--- src/rtl/sconv3_pkg.sv ---
// ----------------------------------------------------------------------------
// sconv3_pkg
// Types and fixed constants shared by the strided 3x3 convolution modules.
// ----------------------------------------------------------------------------
package sconv3_pkg;

   localparam int SAMPLE_W   = 16;
   localparam int TAP_IDX_W  = 4;
   localparam int NUM_TAPS   = 9;
   localparam int KDIM       = 3;
   localparam int ROW_W      = 16;
   localparam int FW_W       = 8;
   localparam int PAD_W      = 2;
   localparam int CSR_IDX_W  = 3;
   localparam int CSR_DATA_W = 16;
   localparam int PROD_W     = 2 * SAMPLE_W;
   localparam int CSUM_W     = PROD_W + 2;
   localparam int ACC_W      = CSUM_W + 2;
   localparam int FRAC_SHIFT = 14;
   localparam int ROUND_HALF = 1 << (FRAC_SHIFT - 1);
   localparam int Q_W        = ACC_W - FRAC_SHIFT;
   localparam int SAT_BITS   = 16;

   typedef enum logic [CSR_IDX_W-1:0] {
      CSR_FRAME_HEIGHT = 3'd0,
      CSR_FRAME_WIDTH  = 3'd1,
      CSR_PAD_TOP      = 3'd2,
      CSR_PAD_BOTTOM   = 3'd3,
      CSR_PAD_LEFT     = 3'd4,
      CSR_PAD_RIGHT    = 3'd5,
      CSR_BIAS_VALUE   = 3'd6,
      CSR_RELU_ENABLE  = 3'd7
   } csr_index_type;

   typedef enum logic {
      OP_SAMPLE   = 1'b0,
      OP_TAP_LOAD = 1'b1
   } op_type;

   typedef logic signed [SAMPLE_W-1:0] sample_type;
   typedef sample_type [KDIM-1:0]      column_type;
   typedef logic signed [PROD_W-1:0]   prod_type;
   typedef logic signed [CSUM_W-1:0]   csum_type;
   typedef logic signed [ACC_W-1:0]    acc_type;
   typedef logic signed [Q_W-1:0]      q_type;

   typedef struct packed {
      op_type                 op;
      logic [TAP_IDX_W-1:0]   tap_index;
      sample_type             value;
   } req_data_type;

   typedef struct packed {
      sample_type out_sample;
      logic       last_of_row;
      logic       last_of_frame;
   } rsp_data_type;

   // the two buffered rows at one column
   typedef struct packed {
      sample_type older;
      sample_type newer;
   } line_pair_type;

   typedef struct packed {
      logic shift;
      logic load_op;
      logic load_mul;
      logic load_sum;
   } cell_ctl_type;

   typedef struct packed {
      logic last_of_row;
      logic last_of_frame;
   } meta_type;

endpackage

--- src/rtl/sconv3_cell.sv ---
// ----------------------------------------------------------------------------
// sconv3_cell
// One window column: holds a column of three samples, passes it to the next
// cell on every sample transfer, and forms the registered column sum.
// ----------------------------------------------------------------------------
module sconv3_cell import sconv3_pkg::*; (
   input  logic         clock,
   input  logic         reset,
   input  cell_ctl_type ctl,
   input  column_type   col_in,
   input  column_type   tap_in,
   output column_type   col_out,
   output csum_type     sum_out
);

   column_type hold_ff, hold_in;
   sample_type opnd_ff [KDIM];
   sample_type opnd_in [KDIM];
   sample_type tap_ff  [KDIM];
   sample_type tap_in_q [KDIM];
   prod_type   prod_ff [KDIM];
   prod_type   prod_in [KDIM];
   csum_type   sum_ff, sum_in;

   always_comb begin
      hold_in = ctl.shift ? col_in : hold_ff;
      for (int k = 0; k < KDIM; k++) begin
         opnd_in[k]  = ctl.load_op ? col_in[k] : opnd_ff[k];
         tap_in_q[k] = ctl.load_op ? tap_in[k] : tap_ff[k];
         prod_in[k]  = ctl.load_mul ? prod_type'(opnd_ff[k]) * prod_type'(tap_ff[k])
                                    : prod_ff[k];
      end
      sum_in = ctl.load_sum ? csum_type'(prod_ff[0]) + csum_type'(prod_ff[1])
                              + csum_type'(prod_ff[2])
                            : sum_ff;
   end

   // window columns start out as zero
   always_ff @(posedge clock) begin
      if (reset) begin
         hold_ff <= '0;
      end else begin
         hold_ff <= hold_in;
      end
   end

   always_ff @(posedge clock) begin
      opnd_ff <= opnd_in;
      tap_ff  <= tap_in_q;
      prod_ff <= prod_in;
      sum_ff  <= sum_in;
   end

   assign col_out = hold_ff;
   assign sum_out = sum_ff;

endmodule

--- config.mk ---
export PLATFORM = sky130hd
export DESIGN_NAME = sconv3_cell
export DESIGN_NICKNAME = d
export VERILOG_FILES = /design/src/rtl/sconv3_pkg.sv /design/src/rtl/sconv3_cell.sv
export SDC_FILE = /design/constraint.sdc
export NUM_CORES = 2
export LEC_CHECK = 0
export ABC_AREA = 1
export BUFFER_PORTS_ARGS = -buffer_cell sky130_fd_sc_hd__buf_4
export CAP_MARGIN = 10
export CORE_MARGIN = 5
export CORE_UTILIZATION = 58
export CTS_CLUSTER_DIAMETER = 150
export DETAILED_ROUTE_END_ITERATION = 8
export GPL_TIMING_DRIVEN = 0
export PLACE_DENSITY_LB_ADDON = 0.15
export SYNTH_ARGS = -nofsm -noshare
export SYNTH_HDL_FRONTEND = slang
export SYNTH_SLANG_ARGS = --single-unit
--- constraint.sdc ---
create_clock -name clock -period 8 [get_ports clock]
set_clock_uncertainty 0.15 [all_clocks]
set_input_delay 1.2 -clock clock [delete_from_list [all_inputs] [get_ports clock]]
set_output_delay 1.2 -clock clock [all_outputs]
set_load 0.005 [all_outputs]
==> metrics <==
crit start category=flip-flop; Clk Latency, worst-skew pair=0.57 ns; vias in the first global route=34000; cells along the critical path=clkbuf_1 > clkbuf_1 > nand2_1 > fa_1 > inv_1 > fa_1 > inv_1 > fa_1 > inv_1 > fa_1 > inv_1 > fa_1 > inv_1 > fa_1 > ha_1 > inv_1 > nor3_1 > and2_1 > and3_1 > nand2_1 > nand3_1 > nand2_1; status=finished, final reports clean; Main synth FF type=edfxtp_1; Setup Crit Path Kind=reg2reg; share of cells above drive strength 1=0.0566; Seq/Total Area, Yosys=0.181; Post-CTS Setup Repair Bufs=0; DIE HEIGHT=282 um; Critical Path Max Stage Delay=0.68 ns; first-pass GRT wire length=187000 um; number of routed nets with antenna violations=0; synthesized area=0.0429 sq mm; hold_buf cts=0; top cells by area, synth=fa_1, edfxtp_1, inv_1; CTS Root Cell=clkbuf_16; Vias=32600; Max Clk Rate=0.138 GHz; area delta synth->final=8.65%; number of enable flip-flop cells after synthesis=226; final WL=116000 um; post-DP HPWL=100000 um; initial antenna violation count=2; yosys warns=0; Yosys top cell by area=fa_1; Crit. End Element=flip-flop; Starting Density=0.587; Yosys top cell area share=0.382; slowest cell on the critical path=fa_1; Period Utilization, post-route=0.907; Final nets=6492; largest net degree at the start of global routing=97; worst-path maximum fanout=10; wire length per cell=18.5 um; distinct cell type count after synthesis=41; fin crit period=7.25 ns; synth cell count leaders=inv_1, nand2_1, fa_1; Post-Layout Cell Count=6278; final hold vios=0; Avg Inst Size Synth=8.45 sq um; Clock transition at path regs=0.07 ns; clk buf depth=3; Num Clock Sinks=274; TNS Setup=0 ns; max_cap viols=0; most frequent cell after synthesis=inv_1; flops & latches, synth=274; Total Routing Usage GR=0.305; max_slew headroom=0.196; TritonCTS Buffers=34; DR iter-0 viols=2624; H-tree levels=2; num ports=184; DR vias/cell=5.20; Post-CTS Resized=0; die width=282 um; Final Slew Violations=0; I/O Buffers=182; dpl cells=6216; crit path DAT=7.42 ns; drc violations=0; Post-Syn Instances=5074; CORE AREA=0.0731 sq mm; RSZ-0062 raised after global routing=no; Setup-failing EPs final=0; gpl congestion=0.974; worst endpoint required time=8.16 ns; row count=99; HP Class=reg2reg; GRT overflow=0; Initial DRT Pass Iterations=5; async set-reset flop share out of synthesis=0; post-synth net total=6273; # diodes=0; Die Area=0.0794 sq mm; CTS tree=yes; worst-margin pin slew=1.21 ns
==> layer usage <==
metal  global-route usage  up-vias  part of all wire
met3               0.0574      158             0.085
met5                    0        -           0.00011
met4               0.0659        2             0.024
met2                0.466     1090              0.44
met1                0.461    16200              0.45
li1                     -    15200                 -
==> final timing paths <==
path / depth (start not counted) / start / end / slack [ns]
worst min register to register: 2 / col_out[45] / col_out[45] / 0.31
worst min-delay path: 2 / col_out[45] / col_out[45] / 0.31
worst max-delay path: 22 / tap_ff[5] / prod_ff[30] / 0.75
worst max register to register: 22 / tap_ff[5] / prod_ff[30] / 0.75
==> flip-flops by register name (all words and copies together) (netlist names) <==
name / count
prod_ff: 96
col_out: 48
opnd_ff: 48
tap_ff: 48
sum_out: 34
==> cells in the final DEF, fill, tap and decap left out, drive strengths merged, types with 7 or more instances in the layout <==
cell	n
a21o	7
a21oi	178
buf	190
clkbuf	214
clkinv	10
dfxtp	48
edfxtp	226
fa	819
ha	278
inv	1409
nand2	1343
nand3	130
nand3b	7
nand4	33
nor2	194
nor3	27
o21ai	70
o21bai	8
or2	20
xnor2	14
xor2	64
==> per-stage QoR <==
step	util	area, sq um	hold WS, ns	setup slack (ns)
after floorplan	-	42900	0.306	2.16
final	0.637	46600	0.309	0.747
after CTS	0.637	46600	0.311	0.877
after global routing	0.637	46600	0.329	0.308
after global placement	0.622	45400	0.299	0.941
after detailed placement	0.622	45500	0.304	0.946
==> final cells by class <==
type | instances | area [sq um]
sequential | 274 | 7750
inverter | 1400 | 5260
fill | 6563 | 26500
tap | 959 | 1200
buffer | 183 | 691
clock buffer | 38 | 876
clock inverter | 24 | 238
timing repair buffer | 183 | 1390
multi-input combinational | 3217 | 29200
==> critical path, delay by kind of cell, from the launching register on <==
kind                       cells  cell delay [ns]
adders and majority gates      7             3.77
buffers and inverters          8             1.67
DFF                            1             0.32
and+or+nand+nor                7             1.07
==> cell families (layout without fill, tap and decap cells) <==
| group | after synthesis | after routing | share of synthesized area |
|---|---|---|---|
| DFF | 274 | 274 | 0.181 |
| AOI/OAI and AO/OA | 276 | 276 | 0.0338 |
| buffers and inverters | 1583 | 1828 | 0.139 |
| and+or+nand+nor | 1766 | 1766 | 0.167 |
| adders and majority gates | 1097 | 1097 | 0.464 |
| xor gates and xnor gates | 78 | 78 | 0.0159 |
Power is left out: the tool's default activity adds up to more than one toggle a clock period on the data nets, which glitch-free logic cannot reach.
