[config.mk]
export PLATFORM = sky130hd
export DESIGN_NAME = sconv3_line_buf
export DESIGN_NICKNAME = d
export VERILOG_FILES = /design/src/rtl/sconv3_pkg.sv /design/src/rtl/sconv3_line_buf.sv
export SDC_FILE = /design/constraint.sdc
export NUM_CORES = 2
export LEC_CHECK = 0
export BUFFER_PORTS_ARGS = -buffer_cell sky130_fd_sc_hd__buf_2
export CAP_MARGIN = 20
export CORE_MARGIN = 5
export CORE_UTILIZATION = 59
export CTS_BUF_LIST = sky130_fd_sc_hd__clkbuf_2
export DETAILED_ROUTE_END_ITERATION = 10
export PLACE_DENSITY_LB_ADDON = 0.08
export SLEW_MARGIN = 15
export SYNTH_ARGS = -nofsm -noshare
export SYNTH_HDL_FRONTEND = slang
export SYNTH_SLANG_ARGS = --single-unit
[constraint.sdc]
create_clock -name clock -period 3.48 [get_ports clock]
set_input_delay 0 -clock clock [delete_from_list [all_inputs] [get_ports clock]]
set_output_delay 0 -clock clock [all_outputs]
set_load 0.02 [all_outputs]
[src/rtl/sconv3_pkg.sv]
// ----------------------------------------------------------------------------
// sconv3_pkg
// Types and fixed constants shared by the strided 3x3 convolution modules.
// ----------------------------------------------------------------------------
package sconv3_pkg;

   localparam int SAMPLE_W   = 16;
   localparam int TAP_IDX_W  = 4;
   localparam int NUM_TAPS   = 9;
   localparam int KDIM       = 3;
   localparam int ROW_W      = 16;
   localparam int FW_W       = 8;
   localparam int PAD_W      = 2;
   localparam int CSR_IDX_W  = 3;
   localparam int CSR_DATA_W = 16;
   localparam int PROD_W     = 2 * SAMPLE_W;
   localparam int CSUM_W     = PROD_W + 2;
   localparam int ACC_W      = CSUM_W + 2;
   localparam int FRAC_SHIFT = 14;
   localparam int ROUND_HALF = 1 << (FRAC_SHIFT - 1);
   localparam int Q_W        = ACC_W - FRAC_SHIFT;
   localparam int SAT_BITS   = 16;

   typedef enum logic [CSR_IDX_W-1:0] {
      CSR_FRAME_HEIGHT = 3'd0,
      CSR_FRAME_WIDTH  = 3'd1,
      CSR_PAD_TOP      = 3'd2,
      CSR_PAD_BOTTOM   = 3'd3,
      CSR_PAD_LEFT     = 3'd4,
      CSR_PAD_RIGHT    = 3'd5,
      CSR_BIAS_VALUE   = 3'd6,
      CSR_RELU_ENABLE  = 3'd7
   } csr_index_type;

   typedef enum logic {
      OP_SAMPLE   = 1'b0,
      OP_TAP_LOAD = 1'b1
   } op_type;

   typedef logic signed [SAMPLE_W-1:0] sample_type;
   typedef sample_type [KDIM-1:0]      column_type;
   typedef logic signed [PROD_W-1:0]   prod_type;
   typedef logic signed [CSUM_W-1:0]   csum_type;
   typedef logic signed [ACC_W-1:0]    acc_type;
   typedef logic signed [Q_W-1:0]      q_type;

   typedef struct packed {
      op_type                 op;
      logic [TAP_IDX_W-1:0]   tap_index;
      sample_type             value;
   } req_data_type;

   typedef struct packed {
      sample_type out_sample;
      logic       last_of_row;
      logic       last_of_frame;
   } rsp_data_type;

   // the two buffered rows at one column
   typedef struct packed {
      sample_type older;
      sample_type newer;
   } line_pair_type;

   typedef struct packed {
      logic shift;
      logic load_op;
      logic load_mul;
      logic load_sum;
   } cell_ctl_type;

   typedef struct packed {
      logic last_of_row;
      logic last_of_frame;
   } meta_type;

endpackage

[src/rtl/sconv3_line_buf.sv]
// ----------------------------------------------------------------------------
// sconv3_line_buf
// Two-row line buffer, one word per column, with registered read and
// write-to-read forwarding when both hit the same column.
// ----------------------------------------------------------------------------
module sconv3_line_buf import sconv3_pkg::*; #(
   parameter  int DEPTH  = 128,
   localparam int ADDR_W = $clog2(DEPTH)
) (
   input  logic              clock,
   input  logic              we,
   input  logic [ADDR_W-1:0] wr_addr,
   input  line_pair_type     wr_data,
   input  logic [ADDR_W-1:0] rd_addr,
   output line_pair_type     rd_data
);

   line_pair_type mem [DEPTH];
   line_pair_type rd_data_ff;

   always_ff @(posedge clock) begin
      if (we) begin
         mem[wr_addr] <= wr_data;
      end
   end

   always_ff @(posedge clock) begin
      if (we && (wr_addr == rd_addr)) begin
         rd_data_ff <= wr_data;
      end else begin
         rd_data_ff <= mem[rd_addr];
      end
   end

   assign rd_data = rd_data_ff;

endmodule

==> results.md <==
- Hold WS: 0.321 ns
- PwrDens: 510 nW/um^2
- Post-synth EDFFs: 4096
- Area leader, netlist: edfxtp_1
- Worst VDD drop: 330 uV
- CP Buf/Inv Count: 5
- Final net count: 7455
- Clock tree buffer depth: 4
- Top_reg_cell synth: edfxtp_1
- CP Capture Type: output port
- Largest Register: mem
- Rows: 188
- Worst EP required: 3.48 ns
- Internal: 0.0688 W
- Routed vias: 76800
- Clock power share: 0.331
- Drt first pass iters: 6
- Final Non-Filler Cells: 11700
- Crit path kind: flip-flop to output port
- Post-synth top area share: 0.790
- Synth Net Count: 6013
- Switching share of power: 0.246
- CP max-delay cell: mux4_2
- Initial core utilization: 0.593
- CTS root buf: clkbuf_2
- CTS tree: built
- Vias in the first global route: 77800
- Switching pwr: 0.0225 W
- Setup WS post-layout: -2.06 ns
- Post-layout util: 0.682
- Synth Instances: 5965
- Placed insts: 9622
- Synthesis-to-layout area growth: 14.9%
- Worst Setup EP: rd_data[5]
- CTS Buf Count: 958
- Crit-path leading delay family: multiplexers
- Leakage power: 57.5 nW
- GRT Util Overall: 0.312
- Layout cells sized above 1: 0.437
- Cell Chain, Critical Path: buf_12 -> buf_16 -> buf_8 -> buf_16 -> mux4_2 -> mux4_2 -> mux4_2 -> mux2_4 -> buf_6
- Iter 0 DRT Violations: 10400
- Period Utilization, post-route: 1.59
- Synth area leaders: edfxtp_1 79%, mux4_2 19%, clkbuf_1 0.44%, nor2_1 0.29%, buf_2 0.25%
- RSZ-0062 raised after global routing: true
- Drt wl/cell: 36.2 um
- Global-route wire length before repair: 588000 um
- Crit path top cell by count: mux4_2
- Synth top cells by count: 4096 x edfxtp_1, 1344 x mux4_2, 182 x clkbuf_1
- Most common cell in the netlist: edfxtp_1
- Combinational group share of total power: 0.071
- Max cap viols: 0
- Hold crit path type: input pin to flip-flop
- Die height: 524 um
- Overall Power: 0.0912 W
- Total Die Area: 274000 um^2
- Arr. time, crit path: 5.54 ns
- Post-synthesis sequential area ratio: 0.790
- Final Hold Viols: 0
- DRC violations left: 0
- Yosys reg bits: 4103
- Yosys cell types: 17
- GP Congestion: 0.824
- Dpl hpwl: 231000 um
- I/O Buffers: 79
- Routed Antenna Nets: 0
- Final Slew Violations: 0
- Sequential power share: 0.598
- Syn_area_per_cell: 26.1 um^2
- Status: finished, violations left
- Startpoint types: flip-flop
- Worst-path clk slew: 0.10 ns
- Relative slew slack: 0.237
- Final setup viols: 47
- Failing checks: negative setup slack
- Worst hold start: we
- Vias/cell: 6.55
- Global route overflow: 0
- Max FFs per register: 4096
- Max frequency: 0.181 GHz
- Setup TNS Final: -64.67 ns
- Regs by FF count: mem (4096)
- Asr flop ratio synth: 0
- Synthesis Warnings: 0
- CP max FO: 5
- Routed WL: 425000 um
- Largest net degree at the start of global routing: 99
- Initial antenna violation count: 50
- Core area: 263000 um^2
- Max incr delay on CP: 0.72 ns
- Fin crit period: 5.54 ns
- Critical path depth: 9
- Io pins: 80
- # clock sinks: 4103
- Post-Syn Area: 156000 um^2
- H-tree depth: 6
- Die width: 524 um
- Slew @ Worst Pin: 1.14 ns
==> through the flow <==
stage / instance area (um^2) / worst slack [ns]
final: 179000 / -2.06
after global routing: 179000 / -2.31
after CTS: 178000 / -2.34
after detailed placement: 165000 / -0.172
after global placement: 165000 / -0.153
after floorplan: 156000 / 0.241
==> routing by layer <==
metal  vias up  wire length, um  global-route usage
li1      30000                -                   -
met1     41200           151000               0.433
met2      4950           209000               0.496
met3       737            44200              0.0609
met4        26            19900               0.133
met5         -              173                   0
==> logic make-up (layout without fill, tap and decap cells) <==
family        after synthesis  count (layout)  share of synthesized area
buf+inv                   316            2506                    0.00842
flops                    4103            4103                      0.790
mux                      1376            1376                      0.197
other cells                 0              61                          0
simple gates              170             170                    0.00447
==> power by group through the flow <==
stage	registers, W	logic, W	clock network, W
after detailed placement	0.0557	0.00570	0
after global routing	0.0546	0.00665	0.0337
after CTS	0.0545	0.00631	0.0309
after global placement	0.0557	0.00563	0
after floorplan	0.0556	0.00275	0
final	0.0545	0.00647	0.0302
==> area by class of cell <==
type                       count  area [um^2]
clock buffer                1385         6930
clock inverter               323         1680
tap                         3515         4400
antenna                       61          153
fill                       16700        83500
multi-input combinational   1546        32400
timing repair buffer         798        10300
sequential                  4103       123000
==> worst min path at each step <==
stage / endpoint / cells after the start / slack (ns)
6_report: mem[75][24] / 6 / 0.32
5_1_grt: mem[75][24] / 6 / 0.11
4_1_cts: mem[75][24] / 6 / 0.005
3_5_place_dp: flip-flop / 1 / 0.10
3_3_place_gp: flip-flop / 1 / 0.10
2_1_floorplan: flip-flop / 0 / 0.03
==> what timing repair did <==
action | 4_1_cts | 5_1_grt
pin swaps | 0 | 0
hold buffers | 237 | 0
setup endpoints to repair | 32 | 154
gates cloned | 21 | 25
hold endpoints to repair | 8199 | 0
setup buffers | 37 | 23
gates resized for setup | 107 | 80
==> tightest hold or removal path: cells and delay by family <==
family / cells / cell delay (ns)
buffers and inverters: 4 / 1.64
and+or+nand+nor: 2 / 0.64
==> layout by cell type (no fill, tap or decap), types with 9 or more instances in the layout <==
| cell | Yosys | routed |
|---|---|---|
| mux2_4 | 0 | 22 |
| buf_2 | 79 | 23 |
| buf_12 | 0 | 110 |
| clkinv_1 | 0 | 255 |
| nand2_1 | 14 | 11 |
| bufinv_16 | 0 | 10 |
| buf_6 | 2 | 44 |
| nor3_2 | 0 | 9 |
| dlygate4sd3_1 | 0 | 203 |
| diode_2 | 0 | 61 |
| clkinvlp_4 | 0 | 14 |
| mux2_2 | 32 | 10 |
| clkbuf_2 | 0 | 1385 |
| buf_8 | 0 | 10 |
| clkbuf_16 | 0 | 23 |
| buf_16 | 0 | 87 |
| clkinv_2 | 0 | 15 |
| buf_4 | 3 | 295 |
| edfxtp_1 | 4096 | 4096 |
| mux4_2 | 1344 | 1344 |
| nor2_4 | 0 | 119 |
(Power assumes the default switching activity.)
